--- src/sv/assert_macros.svh ---
// Assertion helpers used by the ledger engine.
`ifndef ASSERT_MACROS_SVH
`define ASSERT_MACROS_SVH

// Checked assertion, held off while reset is high.
`define PLG_ASSERT(lbl, clk, rst, prop, msg) \
   lbl: assert property (@(posedge clk) disable iff (rst) prop) else $error(msg);

// Checked assertion that also runs during reset.
`define PLG_ASSERT_ALWAYS(lbl, clk, prop, msg) \
   lbl: assert property (@(posedge clk) prop) else $error(msg);

`endif

--- src/sv/plg_pkg.sv ---
`default_nettype none
package plg_pkg;

   localparam int TABLE_ENTRIES_DEF = 64;
   localparam int QUEUE_DEPTH       = 2;

   // result status codes
   localparam logic [1:0] STAT_OK   = 2'd0;
   localparam logic [1:0] STAT_FULL = 2'd1;
   localparam logic [1:0] STAT_SAT  = 2'd2;

   // item class decided by the front
   typedef enum logic [1:0] {
      KIND_FILL,
      KIND_COST,
      KIND_QUERY
   } kind_type;

   typedef struct packed {
      kind_type    kind;
      logic [31:0] key;
      logic        sell;
      logic [15:0] qty;
      logic [47:0] price;
      logic [23:0] mult;
      logic [31:0] comm;
   } cmd_type;

   typedef struct packed {
      logic clearing;
   } eng_stat_type;

   typedef struct packed {
      logic full;
      logic empty;
   } queue_stat_type;

endpackage
`default_nettype wire

--- src/sv/plg_queue.sv ---
`default_nettype none
module plg_queue (
   input  wire logic                   clock,
   input  wire logic                   reset,
   input  wire logic                   push_i,
   input  wire plg_pkg::cmd_type       cmd_i,
   input  wire logic                   pop_i,
   output plg_pkg::cmd_type            cmd_o,
   output plg_pkg::queue_stat_type     stat_o
);
   import plg_pkg::*;

   localparam int PTR_W = (QUEUE_DEPTH > 1) ? $clog2(QUEUE_DEPTH) : 1;
   localparam logic [PTR_W:0] DEPTH_C = (PTR_W + 1)'(QUEUE_DEPTH);
   localparam logic [PTR_W-1:0] LAST_C = PTR_W'(QUEUE_DEPTH - 1);

   cmd_type          slot_ff [QUEUE_DEPTH];
   logic [PTR_W-1:0] wr_ptr_ff;
   logic [PTR_W-1:0] rd_ptr_ff;
   logic [PTR_W:0]   cnt_ff;

   assign stat_o.full  = (cnt_ff == DEPTH_C);
   assign stat_o.empty = (cnt_ff == '0);
   assign cmd_o        = slot_ff[rd_ptr_ff];

   // pointers and fill count
   always_ff @(posedge clock) begin
      if (reset) begin
         wr_ptr_ff <= '0;
         rd_ptr_ff <= '0;
         cnt_ff    <= '0;
      end else begin
         if (push_i) begin
            wr_ptr_ff <= (wr_ptr_ff == LAST_C) ? '0 : wr_ptr_ff + 1'b1;
         end
         if (pop_i) begin
            rd_ptr_ff <= (rd_ptr_ff == LAST_C) ? '0 : rd_ptr_ff + 1'b1;
         end
         unique case ({push_i, pop_i})
            2'b10:   cnt_ff <= cnt_ff + 1'b1;
            2'b01:   cnt_ff <= cnt_ff - 1'b1;
            default: cnt_ff <= cnt_ff;
         endcase
      end
   end

   // payload slots
   always_ff @(posedge clock) begin
      if (push_i) begin
         slot_ff[wr_ptr_ff] <= cmd_i;
      end
   end

endmodule
`default_nettype wire

--- config.mk ---
export PLATFORM = sky130hd
export DESIGN_NAME = plg_queue
export DESIGN_NICKNAME = d
export VERILOG_FILES = /design/src/sv/assert_macros.svh /design/src/sv/plg_pkg.sv /design/src/sv/plg_queue.sv
export SDC_FILE = /design/constraint.sdc
export NUM_CORES = 1
export LEC_CHECK = 0
export ABC_CLOCK_PERIOD_IN_PS = 15700
export BUFFER_PORTS_ARGS = -buffer_cell sky130_fd_sc_hd__buf_2
export CORE_AREA = 2 2 172 174
export DETAILED_ROUTE_END_ITERATION = 6
export DIE_AREA = 0 0 174 176
export GPL_TIMING_DRIVEN = 0
export HOLD_SLACK_MARGIN = 0.08
export PLACE_DENSITY = 0.7
export SETUP_SLACK_MARGIN = 0.1
export SYNTH_ARGS = -nofsm -noshare
export SYNTH_HDL_FRONTEND = slang
export SYNTH_SLANG_ARGS = --single-unit
export TNS_END_PERCENT = 20
--- constraint.sdc ---
create_clock -name clock -period 15.7 [get_ports clock]
set_input_delay 4.71 -clock clock [delete_from_list [all_inputs] [get_ports clock]]
set_output_delay 4.71 -clock clock [all_outputs]
set_load 0.1 [all_outputs]
[Yosys cells after proc, flatten, opt, wreduce, memory -nomap -nowiden]
Memories as Yosys holds them, arrays and structs flattened. A register that Yosys moved wholly into a read port is not among the register bits.
Index checks and enable logic that the tools add are counted.
Word-level totals
  register bits: 4
  bits in writable memories: 310
  output and inout bits: 157
  memories kept: 1
Memory list
  slot_ff: depth 2, width 155, read ports 1, clocked after memory_dff 1, wr ports 1, line plg_queue.sv:17  | cmd_type slot_ff [QUEUE_DEPTH];
Operators by class
  add/subtract/negate cells: 4
  equal/unequal tests: 3
  mux-type cells: 7
  reduce and logical (&&, ||, !) cells: 2
Operators with widths (number)
  1-bit 2-to-1 mux: 6
  2-bit == test, second input constant: 2
  2-bit one-hot mux with 2 select lines: 1
  1-bit adder, second input constant: 2
  2-bit by 1-bit adder with 2-bit output, second input constant: 1
  2-bit by 1-bit == test with 1-bit output, second input constant: 1
  2-bit logical NOT: 1
  2-bit nonzero test: 1
  2-bit by 1-bit subtractor with 2-bit output, second input constant: 1

[Depth between registers and ports, before layout]
Gate-level depths: netlist of the first run.
  word-level depth: 4
  mapped depth: 5
  depth with buffers taken out: 5

[Least setup slack after synthesis of the first run]
Ideal clock, no wire load.
  path kind: input to register
  start: input port push_i
  end: memory slot_ff[0][0] (netlist name) (enable)
  library setup time: 676 ps
  arrival time: 11258 ps
  required time: 15024 ps
  setup slack: 3765 ps
  cell stages on the path: 2
  path buffers: 0
  path through: inv_1 -> nor2_1
Between the ends
  longest elaborated chain between the ends: 2
Ends and longest elaborated chain
  from (decl): line plg_queue.sv:5  | input wire logic push_i,
  1-bit 2-to-1 mux: line plg_queue.sv:49  | if (push_i) begin
  1-bit 2-to-1 mux (not written as such): line plg_queue.sv:50  | slot_ff[wr_ptr_ff] <= cmd_i;
  to (decl): line plg_queue.sv:17
No other way between the ends.

==> flow_metrics.env, run 1 <==
export IMPL_placed_area_sq_mm=0.0136
export IMPL_yosys_most_used_dff="edfxtp_1"
export IMPL_drive_above_1_share_pct=61.4
export IMPL_finalSetupViolCount=0
export IMPL_grt_pass1_wl_um=34400
export IMPL_areaGrowthSynthToFinish_pct=29.5
export IMPL_wl_um=22900
export IMPL_max_slew_worst_pin_slew_ns=0.869
export IMPL_relSlewSlack_pct=42.1
export IMPL_die_y_um=176
export IMPL_synth_common_cells="edfxtp_1 (310), mux2_2 (155), buf_4 (15)"
export IMPL_nets=1023
export IMPL_powerDensity_mw_per_mm2=155
export IMPL_grt_setup_unrepaired="no"
export IMPL_ir_worst_vdd_mv=0.109
export IMPL_drtIter0Drc=348
export IMPL_post_place_ws_ns=9.12
export IMPL_crit_arrival_ns=2.10
export IMPL_syn_avg_cell_area_sq_um=22.6
export IMPL_fin_area_sq_mm=0.0147
export IMPL_h_tree_depth=2
export IMPL_ios=316
export IMPL_hold_violations=0
export IMPL_viasPerCell=4.65
export IMPL_first_global_vias=6410
export IMPL_mappedNetlistArea_sq_mm=0.0114
export IMPL_rrSetupSlack_ns=13.55
export IMPL_clkLatencyLatePin_ns=0.49
export IMPL_synth_seq_cells=315
export IMPL_port_buffer_count=315
export IMPL_ant_nets=0
export IMPL_clock_path_buffers=3
export IMPL_grt_start_max_net_pins=62
export IMPL_p_leak_nw=5.53
export IMPL_postCtsHoldBufs=0
export IMPL_synth_edf_count=310
export IMPL_period_share_pct=43.3
export IMPL_clk_pin_slew_worst_paths_ns=0.06
export IMPL_synth_most_common_cell="edfxtp_1"
export IMPL_fin_ws_ns=8.89
export IMPL_row_count=62
export IMPL_drv_slew=0
export IMPL_vias=5927
export IMPL_finalClockSkew_ns=0.0103
export IMPL_grt_overflow_total=0
export IMPL_root_buffer="clkbuf_16"
export IMPL_ys_seq_area_share_pct=82.7
export IMPL_cap_viol_max_count=0
export IMPL_yosys_area_top_type="edfxtp_1"
export IMPL_cts_resized=0
export IMPL_core_sq_mm=0.0285
export IMPL_ys_types=15
export IMPL_syn_nets=664
export IMPL_p_total_mw=2.29
export IMPL_max_freq_mhz=147
export IMPL_status="complete, no violations"
export IMPL_period_needed_ns=6.81
export IMPL_firstDrtPassIters=4
export IMPL_endpoint_kind="output pin"
export IMPL_die_w_um=174
export IMPL_antenna_found_initial=4
export IMPL_cp_max_fo=10
export IMPL_dp_hpwl_um=15800
export IMPL_syn_inst=504
export IMPL_yosysWarnings=0
export IMPL_grt_total_usage_pct=14.5
export IMPL_synth_top_cell_area_share_pct=81.8
export IMPL_drc=0
export IMPL_cts_made_buffers=34
export IMPL_netlist_top_cells_area="edfxtp_1 (82%), mux2_2 (15%), buf_4 (0.99%)"
export IMPL_routabilityCongestion=0.750
export IMPL_dpl_cell_count=1211
export IMPL_wire_per_inst_um=18.0
export IMPL_cts_setup_buffers=0
export IMPL_required_ns=10.99
export IMPL_nFillCells=2388
export IMPL_critPathLaunchType="flip-flop"
export IMPL_cts_sinks=315
export IMPL_finalNonFillerCells=1274
export IMPL_synthArstFlopShare_pct=0
export IMPL_cts_tree="done"
export IMPL_start_util_pct=39.9
export IMPL_criticalPathCategory="flip-flop to output pin"
export IMPL_design_die_area_sq_mm=0.0306
export IMPL_hold_path_class="flip-flop to flip-flop"
critical path, cell delays in order, from the launching register on:
cell and delay (ns):
dfxtp_1 0.31, buf_2 0.34, buf_4 0.27, mux2_2 0.37, buf_2 0.30
final timing paths:
| check | to | cells past startpoint | from |
|---|---|---|---|
| max | cmd_o[23] | 4 | flip-flop |
| min | flip-flop | 2 | rd_ptr_ff |
| min reg2reg | flip-flop | 2 | rd_ptr_ff |
| max reg2reg | slot_ff[1][50] | 3 | wr_ptr_ff |
registers in the layout, summed over array words and instances (netlist names), named ones only:
name and flops:
cnt_ff 2, slot_ff 310, wr_ptr_ff 1, rd_ptr_ff 1
metal layers:
layer  part of all wire [%]  vias to the layer above  track usage [%]
met5                      0                        -                0
met4                    3.6                        0             6.09
met3                    8.3                       56             5.21
met1                     36                     2908             15.4
met2                     52                      233             26.1
li1                       -                     2730                -
report_power, final:
| group | switching [mW] | internal (mW) | total [mW] | leakage, nW |
|---|---|---|---|---|
| Sequential | 0.0109 | 0.982 | 0.993 | 2.95 |
| Clock | 0.301 | 0.474 | 0.775 | 0.536 |
| Combinational | 0.419 | 0.101 | 0.520 | 2.04 |
| Total | 0.731 | 1.56 | 2.29 | 5.53 |
cell usage in the layout, fill, tap and decap left out:
| master | n |
|---|---|
| buf_12 | 4 |
| buf_2 | 317 |
| clkbuf_16 | 37 |
| a21oi_1 | 1 |
| buf_4 | 15 |
| inv_1 | 1 |
| clkinv_2 | 5 |
| clkinv_1 | 7 |
| edfxtp_1 | 310 |
| and2b_2 | 1 |
| mux2_2 | 155 |
| and2_4 | 1 |
| o21ai_0 | 1 |
| dfxtp_1 | 5 |
| xnor2_1 | 3 |
| diode_2 | 5 |
| ha_1 | 1 |
| or3_1 | 1 |
| buf_16 | 4 |
| nor2_4 | 1 |
| bufinv_16 | 3 |
| xor2_1 | 1 |
| clkbuf_1 | 6 |
| nor2_1 | 5 |
logic make-up after synthesis:
family	synth area share [%]
simple gates	0.385
compound gates	0.0879
xor+xnor	0.308
fa+ha+maj	0.110
flops	82.7
mux	15.3
buf+inv	1.11
area by class of cell:
class	instances	area (sq um)	share of cell area [%]
clock buffers	43	948	6.43
plain buffers	17	123	0.832
flip-flops and latches	315	9410	63.8
inverters	1	3.75	0.0255
clock inverters	15	141	0.959
multi-input cells	171	1860	12.6
well taps	384	480	3.26
repair buffers	323	1770	12.0
diodes	5	12.5	0.0849
stage by stage:
| stage | hold slack, ns | util, % | setup TNS, ns |
|---|---|---|---|
| floorplan | 0.461 | - | 0 |
| global placement | 0.482 | 47.1 | -42.66 |
| detailed placement | 0.501 | 47.8 | 0 |
| CTS | 0.518 | 51.6 | 0 |
| global route | 0.539 | 51.6 | 0 |
| finish | 0.514 | 51.6 | 0 |
Power figures use the tool's default switching activity.
==> run 2: changes to the inputs <==
--- a/config.mk
+++ b/config.mk
@@ -5,14 +5,15 @@
 export SDC_FILE = /design/constraint.sdc
 export NUM_CORES = 1
 export LEC_CHECK = 0
-export ABC_CLOCK_PERIOD_IN_PS = 15700
+export ABC_AREA = 1
+export ABC_CLOCK_PERIOD_IN_PS = 6050
 export BUFFER_PORTS_ARGS = -buffer_cell sky130_fd_sc_hd__buf_2
-export CORE_AREA = 2 2 172 174
+export CORE_AREA = 2 2 173 175
 export DETAILED_ROUTE_END_ITERATION = 6
-export DIE_AREA = 0 0 174 176
+export DIE_AREA = 0 0 175 177
 export GPL_TIMING_DRIVEN = 0
 export HOLD_SLACK_MARGIN = 0.08
-export PLACE_DENSITY = 0.7
+export PLACE_DENSITY = 0.73
 export SETUP_SLACK_MARGIN = 0.1
 export SYNTH_ARGS = -nofsm -noshare
 export SYNTH_HDL_FRONTEND = slang
==> constraint.sdc (replaced) <==
create_clock -name clock -period 6.05 [get_ports clock]
set_input_delay 1.815 -clock clock [delete_from_list [all_inputs] [get_ports clock]]
set_output_delay 1.815 -clock clock [all_outputs]
set_load 0.1 [all_outputs]
==> flow_metrics.env, run 2 <==
export IMPL_drive_above_1_share_pct=60.2
export IMPL_die_w_um=175
export IMPL_yosys_most_used_dff="edfxtp_1"
export IMPL_synth_seq_cells=315
export IMPL_drc=0
export IMPL_drtIter0Drc=297
export IMPL_wl_um=22800
export IMPL_synth_top_cell_area_share_pct=80.9
export IMPL_start_util_pct=39.3
export IMPL_synth_edf_count=310
export IMPL_die_y_um=177
export IMPL_firstDrtPassIters=4
export IMPL_yosys_area_top_type="edfxtp_1"
export IMPL_syn_avg_cell_area_sq_um=22.3
export IMPL_layout_commonest_cell="buf_2"
export IMPL_grt_overflow_total=0
export IMPL_cap_viol_max_count=0
export IMPL_max_freq_mhz=266
export IMPL_routabilityCongestion=0.733
export IMPL_synth_most_common_cell="edfxtp_1"
export IMPL_grt_total_usage_pct=14.2
export IMPL_grt_setup_unrepaired="no"
export IMPL_core_sq_mm=0.0292
export IMPL_max_slew_worst_pin_slew_ns=0.612
export IMPL_grt_start_max_net_pins=89
export IMPL_postCtsHoldBufs=0
export IMPL_grt_pass1_wl_um=34000
export IMPL_drv_slew=0
export IMPL_clock_path_buffers=3
export IMPL_antenna_found_initial=7
export IMPL_h_tree_depth=2
export IMPL_period_needed_ns=3.77
export IMPL_yosysWarnings=0
export IMPL_cts_resized=0
export IMPL_tns_ns=0
export IMPL_crit_arrival_ns=1.95
export IMPL_post_place_ws_ns=2.52
export IMPL_vias=6024
export IMPL_ys_seq_area_share_pct=81.8
export IMPL_finalClockSkew_ns=0.0103
export IMPL_p_total_mw=5.83
export IMPL_ios=316
export IMPL_endpoint_kind="output pin"
export IMPL_ir_worst_vdd_mv=0.320
export IMPL_p_leak_nw=5.57
export IMPL_rr_startpoint="wr_ptr_ff"
export IMPL_cp_endpoint="cmd_o[61]"
export IMPL_placed_area_sq_mm=0.0137
export IMPL_cts_setup_buffers=0
export IMPL_critPathLaunchType="flip-flop"
export IMPL_synthArstFlopShare_pct=0
export IMPL_fin_area_sq_mm=0.0149
export IMPL_period_share_pct=62.2
export IMPL_relSlewSlack_pct=59.1
export IMPL_cts_tree="done"
export IMPL_final_cell_mix="buf_2 (315), edfxtp_1 (310), mux2_2 (155)"
export IMPL_regMostFlops="slot_ff"
export IMPL_nets=1033
export IMPL_ff2ff_path_depth=4
export IMPL_syn_nets=675
export IMPL_syn_inst=515
export IMPL_rrSetupSlack_ns=4.18
export IMPL_hold_violations=0
export IMPL_largest_register_ffs=310
export IMPL_cts_sinks=315
export IMPL_areaGrowthSynthToFinish_pct=29.1
export IMPL_holdWs_ns=0.512
export IMPL_port_buffer_count=315
export IMPL_cts_made_buffers=34
export IMPL_mappedNetlistArea_sq_mm=0.0115
export IMPL_cp_max_fo=10
export IMPL_finalSetupViolCount=0
export IMPL_powerDensity_mw_per_mm2=393
export IMPL_ant_nets=0
export IMPL_clk_pin_slew_worst_paths_ns=0.06
export IMPL_design_die_area_sq_mm=0.0310
export IMPL_synth_common_cells="edfxtp_1 (310), mux2_2 (155), clkbuf_8 (12)"
export IMPL_dp_hpwl_um=15600
export IMPL_fin_ws_ns=2.28
export IMPL_wire_per_inst_um=17.7
export IMPL_required_ns=4.24
export IMPL_first_global_vias=6376
export IMPL_ys_types=14
export IMPL_row_count=63
export IMPL_r2r_end="slot_ff[0][33]"
export IMPL_root_buffer="clkbuf_16"
export IMPL_reg_top3="slot_ff x310, cnt_ff x2"
export IMPL_viasPerCell=4.67
export IMPL_hold_path_class="flip-flop to flip-flop"
export IMPL_netlist_top_cells_area="edfxtp_1 (81%), mux2_2 (15%), clkbuf_8 (1.4%)"
export IMPL_criticalPathCategory="flip-flop to output pin"
export IMPL_hp_start="rd_ptr_ff"
export IMPL_status="complete, no violations"
export IMPL_clkLatencyLatePin_ns=0.50
-- run 2: how the worst min path moves through the flow --
stage,end,slack (ns),depth (start not counted)
global route,cnt_ff[1],0.56,2
global placement,rd_ptr_ff,0.50,2
finish,flip-flop,0.51,2
detailed placement,flip-flop,0.50,2
floorplan,flip-flop,0.48,2
CTS,flip-flop,0.52,2
-- run 2: logic make-up (layout without fill, tap and decap cells) --
logic type / Yosys count / after routing / share of synthesized area [%]
XOR/XNOR: 1 / 1 / 0.0762
adder cells (fa/ha/maj): 1 / 1 / 0.109
AND/OR/NAND/NOR: 17 / 17 / 0.588
multiplexers: 155 / 155 / 15.2
flip-flops: 315 / 315 / 81.8
AO/OA/AOI/OAI: 2 / 2 / 0.0869
other: 0 / 3 / 0
buffers and inverters: 24 / 406 / 2.15
-- run 2: critical path, cell delays in order, from the launching register on --
cell and delay, ns:
dfxtp_1 0.35, buf_6 0.23, clkbuf_8 0.22, mux2_2 0.35
buf_2 0.30
-- run 2: stage by stage --
stage | cells | utilization (%)
final | 1290 | 50.8
after global routing | 1290 | 50.8
after CTS | 1287 | 50.8
after detailed placement | 1227 | 47.0
after global placement | 1220 | 46.4
after floorplan | 515 | -
-- run 2: where the power goes --
part           switching [mW]  total, mW  internal, mW  leakage, nW
combinational            1.01       1.27         0.255         2.09
sequential             0.0250       2.55          2.53         2.95
clock                   0.777       2.01          1.24        0.536
-- run 2: layer usage --
metal  part of all wire [%]  global-route usage, %  routed length, um
met2                     51                   25.0              11500
met3                    7.6                   4.77               1740
met4                    4.3                   6.91                981
met1                     37                   15.5               8500
met5                   0.21                      0                 47
-- run 2: cell type report --
| type | count | area (sq um) |
|---|---|---|
| Buffer | 17 | 221 |
| Timing Repair Buffer | 322 | 1740 |
| Antenna cell | 3 | 7.51 |
| Fill cell | 2423 | 14400 |
| Inverter | 7 | 33.8 |
| Multi-Input combinational cell | 176 | 1850 |
| Clock buffer | 45 | 956 |
| Clock inverter | 15 | 144 |
| Tap cell | 390 | 488 |
| Sequential cell | 315 | 9410 |
